$ cat src/rtl/core/sn2_pkg.sv
// ----------------------------------------------------------------------------
// sn2_pkg: shared types and constants for the 2-D simplex noise core
// Holds the pipeline depth, hash, gradient, falloff and scale constants, and
// the stage enable group that the top level hands to each corner slice.
// ----------------------------------------------------------------------------
package sn2_pkg;

    // Register stages from input to output register
    localparam int NUM_STAGES = 7;

    // Polynomial byte hash h = (A*x+B)*x, twice with other constants; first adds y
    localparam logic [7:0] HASH_A1 = 8'd13;
    localparam logic [7:0] HASH_B1 = 8'd3;
    localparam logic [7:0] HASH_A2 = 8'd17;
    localparam logic [7:0] HASH_B2 = 8'd7;

    // Gradient component magnitudes
    localparam logic signed [7:0] GRAD_MAJ = 8'sd127;
    localparam logic signed [7:0] GRAD_MIN = 8'sd64;

    // Falloff: zero beyond R_LIMIT, otherwise (FALL_BASE - 2.5r)^4
    localparam logic [7:0] R_LIMIT   = 8'd102;
    localparam logic [7:0] FALL_BASE = 8'd255;

    // Output scale, applied as SCALE/128
    localparam logic signed [8:0] OUT_SCALE = 9'sd136;

    // Per-stage load enables of one corner slice
    typedef struct packed {
        logic hash_en;   // first hash round, squared radius
        logic mix_en;    // second hash round, falloff base
        logic grad_en;   // gradient ramp, first falloff square
        logic fall_en;   // second falloff square
        logic prod_en;   // ramp times falloff
    } corner_en_t;

endpackage

$ cat src/rtl/core/sn2_corner.sv
// ----------------------------------------------------------------------------
// sn2_corner: contribution of one simplex corner
// Five register stages: hash, gradient select, ramp and quartic falloff,
// then their product. Each stage loads only when its enable is high.
// ----------------------------------------------------------------------------
module sn2_corner (
    input  logic                   aclk,
    input  sn2_pkg::corner_en_t    en,
    input  logic [7:0]             xc,    // corner x index (byte)
    input  logic [7:0]             vc,    // corner y index (byte)
    input  logic signed [7:0]      xf,    // x offset, 1.7
    input  logic signed [7:0]      yf,    // y offset, 1.7
    output logic signed [7:0]      n      // contribution, 1.7
);

    // Stage A: first hash round and squared radius
    logic [7:0]         hp_reg, hp_next;
    logic [7:0]         r_reg, r_next;
    logic signed [7:0]  xf_a_reg, yf_a_reg;
    logic signed [15:0] sqx, sqy;
    logic [8:0]         r_sum;

    // Stage B: second hash round and falloff base
    logic [7:0]         h_reg, h_next;
    logic [7:0]         m0_reg, m0_next;
    logic signed [7:0]  xf_b_reg, yf_b_reg;

    // Stage C: gradient ramp and first square
    logic signed [7:0]  gx_mag, gy_mag, gx, gy;
    logic signed [15:0] px, py;
    logic signed [7:0]  g_reg, g_next;
    logic [15:0]        m0_sq;
    logic [7:0]         m1_reg;

    // Stage D: second square
    logic [15:0]        m1_sq;
    logic [7:0]         m2_reg;
    logic signed [7:0]  g_d_reg;

    // Stage E: ramp times falloff
    logic signed [16:0] gm;
    logic signed [7:0]  n_reg;

    always_comb begin
        hp_next = (sn2_pkg::HASH_A1 * xc + sn2_pkg::HASH_B1) * xc + vc;
        sqx     = xf * xf;
        sqy     = yf * yf;
        r_sum   = {1'b0, sqx[14:7]} + {1'b0, sqy[14:7]};
        r_next  = r_sum[7:0];
    end

    always_ff @(posedge aclk) begin
        if (en.hash_en) begin
            hp_reg   <= hp_next;
            r_reg    <= r_next;
            xf_a_reg <= xf;
            yf_a_reg <= yf;
        end
    end

    always_comb begin
        h_next = (sn2_pkg::HASH_A2 * hp_reg + sn2_pkg::HASH_B2) * hp_reg;
        if (r_reg > sn2_pkg::R_LIMIT) begin
            m0_next = 8'd0;
        end else begin
            m0_next = sn2_pkg::FALL_BASE - {r_reg[6:0], 1'b0} - {1'b0, r_reg[7:1]};
        end
    end

    always_ff @(posedge aclk) begin
        if (en.mix_en) begin
            h_reg    <= h_next;
            m0_reg   <= m0_next;
            xf_b_reg <= xf_a_reg;
            yf_b_reg <= yf_a_reg;
        end
    end

    // Hash bit 1 swaps the component magnitudes, bits 3 and 2 flip signs
    always_comb begin
        gx_mag = h_reg[1] ? sn2_pkg::GRAD_MIN : sn2_pkg::GRAD_MAJ;
        gy_mag = h_reg[1] ? sn2_pkg::GRAD_MAJ : sn2_pkg::GRAD_MIN;
        gx     = h_reg[3] ? -gx_mag : gx_mag;
        gy     = h_reg[2] ? -gy_mag : gy_mag;
        px     = gx * xf_b_reg;
        py     = gy * yf_b_reg;
        // low byte of the sum depends only on the low bytes of each term
        g_next = px[14:7] + py[14:7];
        m0_sq  = m0_reg * m0_reg;
    end

    always_ff @(posedge aclk) begin
        if (en.grad_en) begin
            g_reg  <= g_next;
            m1_reg <= m0_sq[15:8];
        end
    end

    assign m1_sq = m1_reg * m1_reg;

    always_ff @(posedge aclk) begin
        if (en.fall_en) begin
            m2_reg  <= m1_sq[15:8];
            g_d_reg <= g_reg;
        end
    end

    assign gm = g_d_reg * $signed({1'b0, m2_reg});

    always_ff @(posedge aclk) begin
        if (en.prod_en) begin
            n_reg <= gm[13:6];
        end
    end

    assign n = n_reg;

endmodule

$ cat src/rtl/core/simplex_noise_2d_8bit_core.sv
// ----------------------------------------------------------------------------
// simplex_noise_2d_8bit_core: tiling 2-D simplex noise, one sample per cycle
// while m_tready is high. Each transfer on the s_ side carries one point
// (x, y) in 8.8 unsigned fixed point; bit 15 of each coordinate is ignored,
// so the pattern tiles every 128 units. Each point gives exactly one m_
// transfer holding a signed 1.7 noise value. The core keeps no state between
// points. It is a seven-stage pipeline: one transfer is accepted per cycle
// while m_tready is high, and m_tvalid for a point rises as its result loads
// into the output register. Every stage has its own valid bit and loads
// whenever it is empty or the stage after it moves, so back-pressure on m_
// only halts the stages that hold data and bubbles are squeezed out while
// the output waits.
// ----------------------------------------------------------------------------
module simplex_noise_2d_8bit_core (
    input  logic        aclk,
    input  logic        aresetn,
    input  logic        s_tvalid,
    output logic        s_tready,
    input  logic [31:0] s_tdata,    // [15:0] x_coord, [31:16] y_coord
    output logic        m_tvalid,
    input  logic        m_tready,
    output logic [7:0]  m_tdata     // [7:0] noise_value (signed)
);

    localparam int NS = sn2_pkg::NUM_STAGES;

    // Pipeline control: valid bit and load enable per stage
    logic [NS:1]   valid_reg;
    logic [NS+1:1] stage_en;

    // Input fields, top bit dropped
    logic [14:0] x, y;

    // Stage 1: skew to the staggered grid and pick the three corners
    logic [15:0] u;
    logic [7:0]  u0, uf0, v0, vf0, xh, yh;
    logic [7:0]  x0, x1, x2, v1, v2;
    logic        upper;
    logic [7:0]        xc_next [3];
    logic [7:0]        vc_next [3];
    logic signed [7:0] xf_next [3];
    logic signed [7:0] yf_next [3];
    logic [7:0]        xc_reg  [3];
    logic [7:0]        vc_reg  [3];
    logic signed [7:0] xf_reg  [3];
    logic signed [7:0] yf_reg  [3];

    // Corner slices (stages 2 to 6)
    sn2_pkg::corner_en_t corner_en;
    logic signed [7:0]   n_corner [3];

    // Stage 7: sum, scale, output register
    logic signed [9:0]  n_sum;
    logic signed [17:0] n_scaled;
    logic [7:0]         result_reg;

    // A stage loads when it is empty or its contents move on this cycle
    always_comb begin
        stage_en[NS+1] = m_tready;
        for (int k = NS; k >= 1; k--) begin
            stage_en[k] = !valid_reg[k] || stage_en[k+1];
        end
    end

    assign s_tready = stage_en[1];

    // Advance valid bits alongside the data
    always_ff @(posedge aclk) begin
        if (!aresetn) begin
            valid_reg <= '0;
        end else begin
            if (stage_en[1]) begin
                valid_reg[1] <= s_tvalid;
            end
            for (int k = 2; k <= NS; k++) begin
                if (stage_en[k]) begin
                    valid_reg[k] <= valid_reg[k-1];
                end
            end
        end
    end

    // Skew: u = x + y[8:1], grid cell from the high bytes, offsets from the low
    always_comb begin
        x   = s_tdata[14:0];
        y   = s_tdata[30:16];
        u   = {1'b0, x} + {8'd0, y[8:1]};
        u0  = u[15:8];
        uf0 = u[7:0];
        v0  = {1'b0, y[14:8]};
        vf0 = y[7:0];
        xh  = x[8:1];
        yh  = y[8:1];

        // odd rows shift left by half a cell
        x0    = {u0[6:0], 1'b0} - {7'd0, y[8]};
        upper = uf0 > vf0;
        v2    = v0 + 8'd1;
        x2    = x0 + 8'd1;
        if (upper) begin
            v1 = v0;
            x1 = x0 + 8'd2;
        end else begin
            v1 = v2;
            x1 = x0 - 8'd1;
        end

        xc_next[0] = x0;
        xc_next[1] = x1;
        xc_next[2] = x2;
        vc_next[0] = v0;
        vc_next[1] = v1;
        vc_next[2] = v2;
        xf_next[0] = xh - {x0[1:0], 6'd0};
        yf_next[0] = {1'b0, y[7:1]};
        xf_next[1] = xh - {x1[1:0], 6'd0};
        yf_next[1] = yh - {v1[0], 7'd0};
        xf_next[2] = xf_next[0] - 8'sd64;
        // offset of a value below 128 minus 128: set the sign bit
        yf_next[2] = {1'b1, y[7:1]};
    end

    // Hold corner data while stage 1 is stalled
    always_ff @(posedge aclk) begin
        if (stage_en[1]) begin
            for (int c = 0; c < 3; c++) begin
                xc_reg[c] <= xc_next[c];
                vc_reg[c] <= vc_next[c];
                xf_reg[c] <= xf_next[c];
                yf_reg[c] <= yf_next[c];
            end
        end
    end

    assign corner_en = '{
        hash_en: stage_en[2],
        mix_en:  stage_en[3],
        grad_en: stage_en[4],
        fall_en: stage_en[5],
        prod_en: stage_en[6]
    };

    for (genvar c = 0; c < 3; c++) begin : g_corner
        sn2_corner u_corner (
            .aclk (aclk),
            .en   (corner_en),
            .xc   (xc_reg[c]),
            .vc   (vc_reg[c]),
            .xf   (xf_reg[c]),
            .yf   (yf_reg[c]),
            .n    (n_corner[c])
        );
    end

    // Sum the three contributions and scale by 136/128
    always_comb begin
        n_sum    = 10'(n_corner[0]) + 10'(n_corner[1]) + 10'(n_corner[2]);
        n_scaled = n_sum * sn2_pkg::OUT_SCALE;
    end

    always_ff @(posedge aclk) begin
        if (stage_en[NS]) begin
            result_reg <= n_scaled[14:7];
        end
    end

    assign m_tvalid = valid_reg[NS];
    assign m_tdata  = result_reg;

endmodule

$ cat config.mk
export PLATFORM = sky130hd
export DESIGN_NAME = simplex_noise_2d_8bit_core
export DESIGN_NICKNAME = d
export VERILOG_FILES = /design/src/rtl/core/sn2_pkg.sv /design/src/rtl/core/sn2_corner.sv /design/src/rtl/core/simplex_noise_2d_8bit_core.sv
export SDC_FILE = /design/constraint.sdc
export NUM_CORES = 2
export LEC_CHECK = 0
export BUFFER_PORTS_ARGS = -buffer_cell sky130_fd_sc_hd__buf_2
export CELL_PAD_IN_SITES_DETAIL_PLACEMENT = 1
export CELL_PAD_IN_SITES_GLOBAL_PLACEMENT = 2
export CORE_UTILIZATION = 25
export DETAILED_ROUTE_END_ITERATION = 10
export HOLD_SLACK_MARGIN = 0.12
export PLACE_DENSITY_LB_ADDON = 0.1
export SYNTH_ARGS = -nofsm -noshare
export SYNTH_HDL_FRONTEND = slang
export SYNTH_SLANG_ARGS = --single-unit
$ cat constraint.sdc
create_clock -name aclk -period 6.2 [get_ports aclk]
set_input_delay 0.31 -clock aclk [delete_from_list [all_inputs] [get_ports aclk]]
set_output_delay 0.31 -clock aclk [all_outputs]
set_load 0.1 [all_outputs]
==> flow_metrics.tcl <==
set metrics [dict create \
    antenna_found_initial 7 \
    grt_max_degree 54 \
    cap_violations 0 \
    grt-ovfl-total 0 \
    critPathBufInv 6 \
    syn_nets 6345 \
    clkTransAtPathRegs_ps 70 \
    netlist_top_cells_count "1226 x inv_1, 733 x fa_1, 680 x ha_1" \
    tightest_slew_ps 1060 \
    cts-buffers-inserted 44 \
    port_buffers 36 \
    place_congestion 0.746 \
    regArea_um2 8490 \
    maxSlewHeadroom_pct 29.1 \
    async_reset_ff_share_pct 0 \
    worst_path_largest_cell_delay_ps 530 \
    yosysMostFrequentCell "inv_1" \
    end_kind "flop" \
    nets 6629 \
    min_from "s_tdata[10]" \
    synth.distinct_cells 69 \
    synth_area_leaders "fa_1 30%, ha_1 18%, edfxtp_1 17%" \
    ys_seq_elements 285 \
    fin_setup_tns_ps 0 \
    hold_class "in -> reg" \
    yosysSeqAreaShare_pct 17.6 \
    drcViolationCount 0 \
    cts-htree-levels 2 \
    critPathLaunchType "flop" \
    dieArea_um2 195000 \
    routed_wl_um 117000 \
    status "complete, no violations" \
    cts_root_buffer "clkbuf_16" \
    die_w_um 441 \
    fill_cells 21700 \
    syn_area_um2 48200 \
    dpl.hpwl_um 103000 \
    dieHeight_um 441 \
    area_delta_synth_final_pct 15.2 \
    synthAdderAreaFrac_pct 48.1 \
    vias 31300 \
    drive_gt1_share_pct 9.42 \
    ios 46 \
    drt_iter0_drc 718 \
    ant_nets 0 \
    ff2ff_setup_slack_ps 260 \
    critPathArrivalTime_ps 6300 \
    cts_tree "done" \
    min_period_ps 5940 \
    clkLatencyLatePin_ps 630 \
    synth.top_cell.area_share_pct 30.4 \
    synth_xor_area_share_pct 7.70 \
    fmax_mhz 168 \
    rr_worst_depth 26 \
    rows 160 \
    synth-compound-area-share_pct 4.80 \
    initial_core_util_pct 25.3 \
    finClkSkew_ps 26.0 \
    placed_cell_area_um2 52800 \
    core_um2 191000 \
    crit_required_ps 6570 \
    crit_fanout 6 \
    synth_top_family_by_area "adder cells" \
    syn_avg_cell_area_um2 9.84 \
    fin_area_um2 55500 \
    grt_pass1_vias 35100 \
    whs_ps 199 \
    critical_path.endpoint "g_corner[0].u_corner.g_reg[7]$_DFFE_PP_" \
    slowest_stage "fa_1" \
    dr.pass1.iters 4 \
    r2r-start "g_corner[0].u_corner.h_reg[1]$_DFFE_PP_" \
    ys.flop_type "edfxtp_1" \
    hold_violations 0 \
    worstSetupPathType "reg -> reg" \
    cts_buffer_depth 3 \
    min_period_over_period_pct 95.7 \
    synth_edf_count 278 \
    multi_input_area_um2 35400 \
    crit_start "g_corner[0].u_corner.h_reg[1]$_DFFE_PP_" \
    path_depth 26 \
    wl_per_cell_um 15.2 \
    via_per_inst 4.05 \
    grt_usage_pct 12.5 \
    cpMostUsedCell "xnor2_1" \
    yosysTopAreaCell "fa_1" \
    synthMuxAreaShare_pct 0.296 \
    yosys_warnings 0 \
    drv_slew 0 \
    grt_pass1_wl_um 192000 \
    synthCells 4896 \
    rsz0062_at_grt "yes" \
    finalSetupViolations 0 \
    crit_family "adder cells" \
    cts_sinks 285 \
    regToRegEndpoint "g_corner[0].u_corner.g_reg[7]$_DFFE_PP_" \
    yosys.area_share.simple_pct 11.4 \
]
==> routing by layer <==
layer,part of all wire (%),GRT usage [%]
met5,0,0
met2,47,21.2
met3,1.8,1.25
met1,50,17.3
met4,1.2,2.00
==> timing repair <==
item,4_1_cts,5_1_grt
endpoints found under the hold margin,31,0
setup endpoints to repair,3,10
hold buffers,22,0
resized for setup,7,141
pin swaps,3,42
setup buffers,7,32
cloned,0,1
==> worst min path at each step <==
stage	endpoint	slack [ps]	cells after the start
2_1_floorplan	g_corner[0].u_corner.g_d_reg[0]$_DFFE_PP_	400	0
3_3_place_gp	g_corner[2].u_corner.g_d_reg[4]$_DFFE_PP_	400	0
3_5_place_dp	g_corner[2].u_corner.g_d_reg[1]$_DFFE_PP_	410	0
4_1_cts	xc_reg[0][3]$_DFFE_PP_	170	2
5_1_grt	xc_reg[0][3]$_DFFE_PP_	170	2
6_report	xc_reg[0][3]$_DFFE_PP_	200	2
==> cell families (layout without fill, tap and decap cells) <==
family | after synthesis | after routing
AOI/OAI and AO/OA | 351 | 351
xor gates and xnor gates | 422 | 422
adders and majority gates | 1413 | 1413
buffers and inverters | 1291 | 1606
DFF | 285 | 285
muxes | 13 | 13
other | 0 | 1
and+or+nand+nor | 1121 | 1121
==> through the flow <==
step	util, %	instances	worst slack (ps)
after global routing	29.1	7722	-38.1
after CTS	28.7	7689	3.05
after floorplan	-	4896	59.9
after detailed placement	27.7	7583	-40.2
after global placement	27.7	7583	7.03
final	29.1	7723	264
==> cell usage in the layout, fill, tap and decap left out, types with 11 or more instances in the layout <==
master,synthesis,layout
a21o_1,37,37
a21oi_1,112,98
a21oi_2,1,15
and2_1,254,251
and3_1,43,42
buf_2,0,36
buf_4,0,224
buf_6,2,12
clkbuf_16,0,44
dlygate4sd3_1,0,22
edfxtp_1,278,278
fa_1,733,728
ha_1,680,667
inv_1,1226,1214
inv_2,1,11
nand2_1,347,334
nand2_2,0,12
nand2b_1,55,53
nand3_1,28,28
nor2_1,228,216
nor2b_1,69,68
nor3_1,57,51
o21a_1,39,39
o21ai_0,69,55
o21bai_1,22,19
xnor2_1,326,318
xor2_1,95,93
==> layout make-up <==
| type | instances | area share (%) |
|---|---|---|
| clock buffer | 47 | 2.02 |
| multi-input combinational | 3320 | 63.8 |
| inverter | 1229 | 8.33 |
| clock inverter | 30 | 0.762 |
| timing repair buffer | 300 | 4.18 |
| sequential | 285 | 15.3 |
| tap | 2511 | 5.66 |
| antenna | 1 | 0.00451 |
Power is not shown: default switching activity piles up to over one toggle a cycle in this logic, so the estimate is an artifact.
